File: src/nbs_pkg.sv
package nbs_pkg;

    localparam int STACK_DEPTH = 32;
    localparam int DEPTH_W     = $clog2(STACK_DEPTH + 1);
    localparam int IDX_W       = (STACK_DEPTH > 1) ? $clog2(STACK_DEPTH) : 1;

    localparam int QUEUE_DEPTH = 4;
    localparam int QPTR_W      = $clog2(QUEUE_DEPTH);
    localparam int QCNT_W      = $clog2(QUEUE_DEPTH + 1);

    typedef logic [1:0] kind_t;

    localparam kind_t KIND_PAREN = 2'd0;
    localparam kind_t KIND_BRACE = 2'd1;
    localparam kind_t KIND_SQUARE = 2'd2;
    localparam kind_t KIND_ANGLE = 2'd3;

    localparam logic [7:0] CHR_PAREN_OPEN   = 8'h28;
    localparam logic [7:0] CHR_PAREN_CLOSE  = 8'h29;
    localparam logic [7:0] CHR_BRACE_OPEN   = 8'h7B;
    localparam logic [7:0] CHR_BRACE_CLOSE  = 8'h7D;
    localparam logic [7:0] CHR_SQUARE_OPEN  = 8'h5B;
    localparam logic [7:0] CHR_SQUARE_CLOSE = 8'h5D;
    localparam logic [7:0] CHR_ANGLE_OPEN   = 8'h3C;
    localparam logic [7:0] CHR_ANGLE_CLOSE  = 8'h3E;

    typedef struct packed {
        logic [7:0] data;
        logic       start;
        logic       opener;
        logic       closer;
        kind_t      kind;
    } item_t;

endpackage

File: src/nbs_in_if.sv
interface nbs_in_if;
    logic       valid;
    logic       ready;
    logic [7:0] in_byte;
    logic       string_start;

    modport source (output valid, output in_byte, output string_start, input ready);
    modport sink (input valid, input in_byte, input string_start, output ready);
endinterface

File: src/nbs_out_if.sv
interface nbs_out_if;
    logic       valid;
    logic       ready;
    logic [7:0] out_byte;

    modport source (output valid, output out_byte, input ready);
    modport sink (input valid, input out_byte, output ready);
endinterface

File: src/nested_bracket_stripper.sv
// bracket stripping filter for a byte stream
// in_chan carries one text byte per request with string_start marking the
// first byte of a new string; out_chan carries each byte that lies outside
// every bracket group, in order, and nothing for discarded bytes
// openers ( { [ < are stacked up to 32 deep; a closer pops only when it
// matches the kind on top; openers beyond the full stack are dropped
// front stage classifies each byte, a four-entry queue decouples it from the
// back end, which owns the kind stack and the output register
// a kept byte passes the front stage register, the queue and the output
// register before it is offered on out_chan
// throughput: one request per cycle unless out_chan stalls, set by the stack update
// reset empties the stack, the queue and the output register
// when the receiver stalls the output register holds its byte, the queue
// fills behind it and in_chan.ready drops once front stage and queue are full
module nested_bracket_stripper import nbs_pkg::*;
(
    input  logic       clk,
    input  logic       rst_n,
    nbs_in_if.sink     in_chan,
    nbs_out_if.source  out_chan
);

    logic  push_valid;
    logic  push_ready;
    item_t push_item;
    logic  pop_valid;
    logic  pop_ready;
    item_t pop_item;

    nbs_front u_front
    (
        .clk        (clk),
        .rst_n      (rst_n),
        .in_chan    (in_chan),
        .push_valid (push_valid),
        .push_ready (push_ready),
        .push_item  (push_item)
    );

    nbs_queue u_queue
    (
        .clk        (clk),
        .rst_n      (rst_n),
        .push_valid (push_valid),
        .push_ready (push_ready),
        .push_item  (push_item),
        .pop_valid  (pop_valid),
        .pop_ready  (pop_ready),
        .pop_item   (pop_item)
    );

    nbs_back u_back
    (
        .clk        (clk),
        .rst_n      (rst_n),
        .pop_valid  (pop_valid),
        .pop_ready  (pop_ready),
        .pop_item   (pop_item),
        .out_chan   (out_chan)
    );

endmodule

File: src/nbs_front.sv
module nbs_front import nbs_pkg::*;
(
    input  logic  clk,
    input  logic  rst_n,
    nbs_in_if.sink in_chan,
    output logic  push_valid,
    input  logic  push_ready,
    output item_t push_item
);

    logic  stage_valid_reg;
    logic  stage_valid_next;
    item_t stage_item_reg;
    item_t stage_item_next;
    logic  accept;

    always_comb
    begin
        stage_item_next        = '0;
        stage_item_next.data   = in_chan.in_byte;
        stage_item_next.start  = in_chan.string_start;
        unique case (in_chan.in_byte)
            CHR_PAREN_OPEN:
            begin
                stage_item_next.opener = 1'b1;
                stage_item_next.kind   = KIND_PAREN;
            end
            CHR_BRACE_OPEN:
            begin
                stage_item_next.opener = 1'b1;
                stage_item_next.kind   = KIND_BRACE;
            end
            CHR_SQUARE_OPEN:
            begin
                stage_item_next.opener = 1'b1;
                stage_item_next.kind   = KIND_SQUARE;
            end
            CHR_ANGLE_OPEN:
            begin
                stage_item_next.opener = 1'b1;
                stage_item_next.kind   = KIND_ANGLE;
            end
            CHR_PAREN_CLOSE:
            begin
                stage_item_next.closer = 1'b1;
                stage_item_next.kind   = KIND_PAREN;
            end
            CHR_BRACE_CLOSE:
            begin
                stage_item_next.closer = 1'b1;
                stage_item_next.kind   = KIND_BRACE;
            end
            CHR_SQUARE_CLOSE:
            begin
                stage_item_next.closer = 1'b1;
                stage_item_next.kind   = KIND_SQUARE;
            end
            CHR_ANGLE_CLOSE:
            begin
                stage_item_next.closer = 1'b1;
                stage_item_next.kind   = KIND_ANGLE;
            end
            default:
            begin
                stage_item_next.kind = KIND_PAREN;
            end
        endcase
    end

    assign in_chan.ready = !stage_valid_reg || push_ready;
    assign accept        = in_chan.valid && in_chan.ready;

    always_comb
    begin
        stage_valid_next = stage_valid_reg;
        if (accept)
        begin
            stage_valid_next = 1'b1;
        end
        else if (push_ready)
        begin
            stage_valid_next = 1'b0;
        end
    end

    always_ff @(posedge clk or negedge rst_n)
    begin
        if (!rst_n)
        begin
            stage_valid_reg <= 1'b0;
        end
        else
        begin
            stage_valid_reg <= stage_valid_next;
        end
    end

    always_ff @(posedge clk)
    begin
        if (accept)
        begin
            stage_item_reg <= stage_item_next;
        end
    end

    assign push_valid = stage_valid_reg;
    assign push_item  = stage_item_reg;

endmodule

File: src/nbs_queue.sv
module nbs_queue import nbs_pkg::*;
(
    input  logic  clk,
    input  logic  rst_n,
    input  logic  push_valid,
    output logic  push_ready,
    input  item_t push_item,
    output logic  pop_valid,
    input  logic  pop_ready,
    output item_t pop_item
);

    item_t              entry_reg [QUEUE_DEPTH];
    logic [QPTR_W-1:0]  wr_ptr_reg;
    logic [QPTR_W-1:0]  wr_ptr_next;
    logic [QPTR_W-1:0]  rd_ptr_reg;
    logic [QPTR_W-1:0]  rd_ptr_next;
    logic [QCNT_W-1:0]  count_reg;
    logic [QCNT_W-1:0]  count_next;
    logic               do_push;
    logic               do_pop;

    assign push_ready = count_reg != QCNT_W'(QUEUE_DEPTH);
    assign pop_valid  = count_reg != '0;
    assign pop_item   = entry_reg[rd_ptr_reg];
    assign do_push    = push_valid && push_ready;
    assign do_pop     = pop_valid && pop_ready;

    always_comb
    begin
        wr_ptr_next = do_push ? wr_ptr_reg + QPTR_W'(1) : wr_ptr_reg;
        rd_ptr_next = do_pop ? rd_ptr_reg + QPTR_W'(1) : rd_ptr_reg;
        count_next  = count_reg;
        if (do_push && !do_pop)
        begin
            count_next = count_reg + QCNT_W'(1);
        end
        else if (do_pop && !do_push)
        begin
            count_next = count_reg - QCNT_W'(1);
        end
    end

    always_ff @(posedge clk or negedge rst_n)
    begin
        if (!rst_n)
        begin
            wr_ptr_reg <= '0;
            rd_ptr_reg <= '0;
            count_reg  <= '0;
        end
        else
        begin
            wr_ptr_reg <= wr_ptr_next;
            rd_ptr_reg <= rd_ptr_next;
            count_reg  <= count_next;
        end
    end

    always_ff @(posedge clk)
    begin
        if (do_push)
        begin
            entry_reg[wr_ptr_reg] <= push_item;
        end
    end

endmodule

File: src/nbs_back.sv
module nbs_back import nbs_pkg::*;
(
    input  logic   clk,
    input  logic   rst_n,
    input  logic   pop_valid,
    output logic   pop_ready,
    input  item_t  pop_item,
    nbs_out_if.source out_chan
);

    kind_t               stack_reg [STACK_DEPTH];
    logic [DEPTH_W-1:0]  depth_reg;
    logic [DEPTH_W-1:0]  depth_next;
    logic [DEPTH_W-1:0]  depth_eff;
    logic [IDX_W-1:0]    top_idx;
    kind_t               top_kind;
    logic                fire;
    logic                push;
    logic                emit;
    logic                out_valid_reg;
    logic                out_valid_next;
    logic [7:0]          out_byte_reg;

    assign pop_ready = !out_valid_reg || out_chan.ready;
    assign fire      = pop_valid && pop_ready;

    // a new string empties the stack before its byte is looked at
    assign depth_eff = pop_item.start ? '0 : depth_reg;
    assign top_idx   = IDX_W'(depth_reg - DEPTH_W'(1));
    assign top_kind  = stack_reg[top_idx];

    assign push = pop_item.opener && (depth_eff != DEPTH_W'(STACK_DEPTH));
    assign emit = (depth_eff == '0) && !pop_item.opener;

    always_comb
    begin
        depth_next = depth_reg;
        if (fire)
        begin
            depth_next = depth_eff;
            if (push)
            begin
                depth_next = depth_eff + DEPTH_W'(1);
            end
            else if (depth_eff != '0 && pop_item.closer && top_kind == pop_item.kind)
            begin
                depth_next = depth_eff - DEPTH_W'(1);
            end
        end
    end

    always_comb
    begin
        out_valid_next = out_valid_reg;
        if (fire && emit)
        begin
            out_valid_next = 1'b1;
        end
        else if (out_chan.ready)
        begin
            out_valid_next = 1'b0;
        end
    end

    always_ff @(posedge clk or negedge rst_n)
    begin
        if (!rst_n)
        begin
            depth_reg     <= '0;
            out_valid_reg <= 1'b0;
        end
        else
        begin
            depth_reg     <= depth_next;
            out_valid_reg <= out_valid_next;
        end
    end

    always_ff @(posedge clk)
    begin
        if (fire && push)
        begin
            stack_reg[depth_eff[IDX_W-1:0]] <= pop_item.kind;
        end
        if (fire && emit)
        begin
            out_byte_reg <= pop_item.data;
        end
    end

    assign out_chan.valid    = out_valid_reg;
    assign out_chan.out_byte = out_byte_reg;

endmodule
File: src/flat_wrapper.sv
// flat-port wrapper written by rule: the top's interface ports become plain ports
module nested_bracket_stripper_flat import nbs_pkg::*;
  (clk, rst_n, in_chan_valid, in_chan_in_byte, in_chan_string_start, in_chan_ready, out_chan_valid, out_chan_out_byte, out_chan_ready);
  nbs_in_if in_chan_i ();
  nbs_out_if out_chan_i ();
  input  logic clk;
  input  logic rst_n;
  input wire logic [$bits(in_chan_i.valid)-1:0] in_chan_valid;
  input wire logic [$bits(in_chan_i.in_byte)-1:0] in_chan_in_byte;
  input wire logic [$bits(in_chan_i.string_start)-1:0] in_chan_string_start;
  output wire logic [$bits(in_chan_i.ready)-1:0] in_chan_ready;
  output wire logic [$bits(out_chan_i.valid)-1:0] out_chan_valid;
  output wire logic [$bits(out_chan_i.out_byte)-1:0] out_chan_out_byte;
  input wire logic [$bits(out_chan_i.ready)-1:0] out_chan_ready;
  assign in_chan_i.valid = in_chan_valid;
  assign in_chan_i.in_byte = in_chan_in_byte;
  assign in_chan_i.string_start = in_chan_string_start;
  assign in_chan_ready = in_chan_i.ready;
  assign out_chan_valid = out_chan_i.valid;
  assign out_chan_out_byte = out_chan_i.out_byte;
  assign out_chan_i.ready = out_chan_ready;
  nested_bracket_stripper u_core (.clk(clk), .rst_n(rst_n), .in_chan(in_chan_i), .out_chan(out_chan_i));
endmodule
File: config.mk
export PLATFORM = sky130hd
export DESIGN_NAME = nested_bracket_stripper_flat
export DESIGN_NICKNAME = d
export VERILOG_FILES = /design/src/nbs_pkg.sv /design/src/nbs_in_if.sv /design/src/nbs_out_if.sv /design/src/nested_bracket_stripper.sv /design/src/nbs_front.sv /design/src/nbs_queue.sv /design/src/nbs_back.sv /design/src/flat_wrapper.sv
export SDC_FILE = /design/constraint.sdc
export NUM_CORES = 1
export LEC_CHECK = 0
export BUFFER_PORTS_ARGS = -buffer_cell sky130_fd_sc_hd__buf_2
export CORE_MARGIN = 1.5
export CORE_UTILIZATION = 60
export CTS_BUF_LIST = sky130_fd_sc_hd__clkbuf_8 sky130_fd_sc_hd__clkbuf_16
export CTS_CLUSTER_SIZE = 24
export DETAILED_ROUTE_END_ITERATION = 16
export HOLD_SLACK_MARGIN = 0.02
export PLACE_DENSITY = 0.87
export SLEW_MARGIN = 20
export SYNTH_ARGS = -nofsm -noshare
export SYNTH_HDL_FRONTEND = slang
export SYNTH_SLANG_ARGS = --single-unit
export TNS_END_PERCENT = 30
File: constraint.sdc
create_clock -name clk -period 8.8 [get_ports clk]
set_input_delay 0.44 -clock clk [delete_from_list [all_inputs] [get_ports clk]]
set_output_delay 0.44 -clock clk [all_outputs]
set_load 0.02 [all_outputs]
==> impl_metrics.env <==
export IMPL_syn_area_sq_mm=0.00665
export IMPL_largest_reg_flops=64
export IMPL_tightestPinTransition_ns=1.03
export IMPL_power_leakage_nw=2.55
export IMPL_fp_dieH_microns=108
export IMPL_worstPathArrival_ns=4.97
export IMPL_routed_wl_mm=13.2
export IMPL_fin_crit_sh=0.512
export IMPL_ctsResizeCount=0
export IMPL_grt_overflow=0
export IMPL_holdPathStages=1
export IMPL_status="finished, final reports clean"
export IMPL_max_freq_mhz=222
export IMPL_clockBufferDepth=2
export IMPL_drive_gt1_frac=0.182
export IMPL_rr_worst_depth=10
export IMPL_drt_iter0_markers=400
export IMPL_syn_instance_count=426
export IMPL_wire_per_inst_microns=21.9
export IMPL_critical_path_depth=10
export IMPL_min_path_type="in -> reg"
export IMPL_critPathCaptureType="register"
export IMPL_layout_common_cells="edfxtp_1 (137), nor2_1 (39), nand2_1 (29)"
export IMPL_synth_nets=451
export IMPL_seq_area_frac_synth=0.675
export IMPL_grt_pass1_vias=3969
export IMPL_hold_violations=0
export IMPL_finalSetupViolCount=0
export IMPL_ctsHoldBuffers=1
export IMPL_root_buffer="clkbuf_8"
export IMPL_holdPathEnd="u_core.u_front.push_item[4]"
export IMPL_syn_to_final_growth_pct=11.7
export IMPL_grt_total_usage=0.248
export IMPL_drc=0
export IMPL_r2r_start="u_core.u_back.depth_reg[0]"
export IMPL_clock_latency_ns=0.54
export IMPL_grt_pass1_wl_mm=20.7
export IMPL_critical_path_max_stage_delay_ns=1.02
export IMPL_final_cells=602
export IMPL_tns_ns=0
export IMPL_setup_ws_ns=4.29
export IMPL_finClkSkew_ns=0.0105
export IMPL_synth_edf_count=137
export IMPL_critPathRequiredTime_ns=9.27
export IMPL_fp_dieArea_sq_mm=0.0117
export IMPL_avgViaCountPerCell=6.29
export IMPL_dp_slack_ns=4.41
export IMPL_ys_warn_count=0
export IMPL_synth_seq_cells=152
export IMPL_worstSetupPathType="reg -> reg"
export IMPL_r2r_slack_ns=4.29
export IMPL_ir_drop_v=0.000247
export IMPL_portBuffers=22
export IMPL_dp_hpwl_mm=8.05
export IMPL_synthArstFlopShare=0.0987
export IMPL_placed_cells=569
export IMPL_cts_tree="done"
export IMPL_netlist_cell_type_count=53
export IMPL_critPathLaunchType="register"
export IMPL_slowest_stage="dfrtp_1"
export IMPL_die_w_microns=108
export IMPL_cts_sinks=152
export IMPL_min_period_ns=4.51
export IMPL_drv_slew=0
export IMPL_antenna_cells=0
export IMPL_antenna_left=0
export IMPL_fin_area_sq_mm=0.00742
export IMPL_cts_buffers=17
export IMPL_synthFlopType="edfxtp_1"
export IMPL_placed_cell_area_sq_mm=0.00683
export IMPL_rsz0062_at_grt="false"
export IMPL_clk_pin_slew_worst_paths_ns=0.07
export IMPL_gp_congestion=0.887
export IMPL_antenna_found_initial=0
export IMPL_p_per_area_mw_per_mm2=384
export IMPL_grt_max_degree=35
export IMPL_drt_first_pass_iters=6
export IMPL_slew_headroom=0.312
export IMPL_rows=38
export IMPL_timing_rr_end="u_core.u_back.depth_reg[5]"
export IMPL_core_area_sq_mm=0.0108
export IMPL_final_common_cell="edfxtp_1"
export IMPL_h_tree_depth=4
export IMPL_min_delay_start="in_chan_string_start"
export IMPL_path_delay_family="simple AND/OR/NAND/NOR gates"
export IMPL_start_util=0.613
export IMPL_syn_area_per_cell_sq_um=15.6
export IMPL_drv_cap=0
export IMPL_fillers=704
export IMPL_ioPinCount=23
export IMPL_critPathMaxFanout=26
export IMPL_crit_chain="inv_1 -> ha_1 -> xor2_2 -> mux2_2 -> o22ai_1 -> o221ai_1 -> nand3b_1 -> nand4b_1 -> or4_1 -> nand4_1"
export IMPL_vias=3788
export IMPL_path_buf_inv=1
export IMPL_post_cts_buffers=0
export IMPL_nNetsFinal=474
==> through the flow <==
step | total power, mW | util | hold slack [ns]
3_5_place_dp | 2.12 | 0.630 | 0.366
6_report | 2.85 | 0.685 | 0.0680
5_1_grt | 2.98 | 0.685 | 0.0557
3_3_place_gp | 2.06 | 0.630 | 0.360
4_1_cts | 2.84 | 0.685 | 0.0477
2_1_floorplan | 1.89 | - | 0.144
==> kinds of logic (layout without fill, tap and decap cells) <==
logic type | after synthesis | in the layout | synth area share
AO/OA/AOI/OAI | 42 | 42 | 0.0440
AND/OR/NAND/NOR | 127 | 127 | 0.0939
buffers and inverters | 31 | 67 | 0.0232
flip-flops | 152 | 152 | 0.675
adder cells (fa/ha/maj) | 12 | 12 | 0.0237
XOR/XNOR | 14 | 14 | 0.0207
multiplexers | 48 | 48 | 0.119
==> area by class of cell <==
type                            count  area (sq um)  share of cell area
Sequential cell                   152          4490               0.605
Multi-Input combinational cell    243          2000               0.270
Clock buffer                       17           414              0.0558
Tap cell                          140           175              0.0236
Clock inverter                     15           166              0.0224
Timing Repair Buffer               25           135              0.0182
Inverter                           10          37.5             0.00506
==> routing by layer <==
layer,vias to the layer above,track usage,part of all wire
met5,-,0,0
met4,0,0.119,0.026
met3,32,0.0663,0.058
met2,186,0.420,0.54
met1,1869,0.296,0.38
li1,1701,-,-
==> synth_stat cells (5+ instances only) <==
master    count  area (sq um)
mux4_1        5           131
nor3_1       16          80.1
nand2_1      29           109
edfxtp_1    137          4110
nand3_1       6          30.0
ha_1         11           138
xnor2_1       8          70.1
mux2i_1      15           150
clkbuf_1     11          41.3
nor2_1       39           146
mux2_2        6          67.6
mux4_2       17           383
dfrtp_1      15           375
inv_1        10          37.5
o21ai_0      13          65.1
nor4_1        5          31.3
and2_1        5          31.3
==> how the worst max path moves through the flow <==
stage | startpoint | end | slack [ns]
after floorplan | u_core.u_back.depth_reg[0] | u_core.u_back.depth_reg[3] | 5.70
after global placement | u_core.u_back.depth_reg[0] | u_core.u_back.depth_reg[5] | 4.70
after detailed placement | u_core.u_back.depth_reg[0] | u_core.u_back.depth_reg[5] | 4.41
after CTS | u_core.u_back.depth_reg[0] | u_core.u_back.depth_reg[5] | 4.40
after global routing | u_core.u_back.depth_reg[0] | u_core.u_back.depth_reg[5] | 4.02
final | u_core.u_back.depth_reg[0] | u_core.u_back.depth_reg[5] | 4.29
==> power by group <==
group	leakage (nW)	switching [mW]	internal, mW
combinational	0.828	0.603	0.396
clock	0.278	0.317	0.387
sequential	1.45	0.136	1.01
No activity file was read; power rests on OpenSTA's default activity.
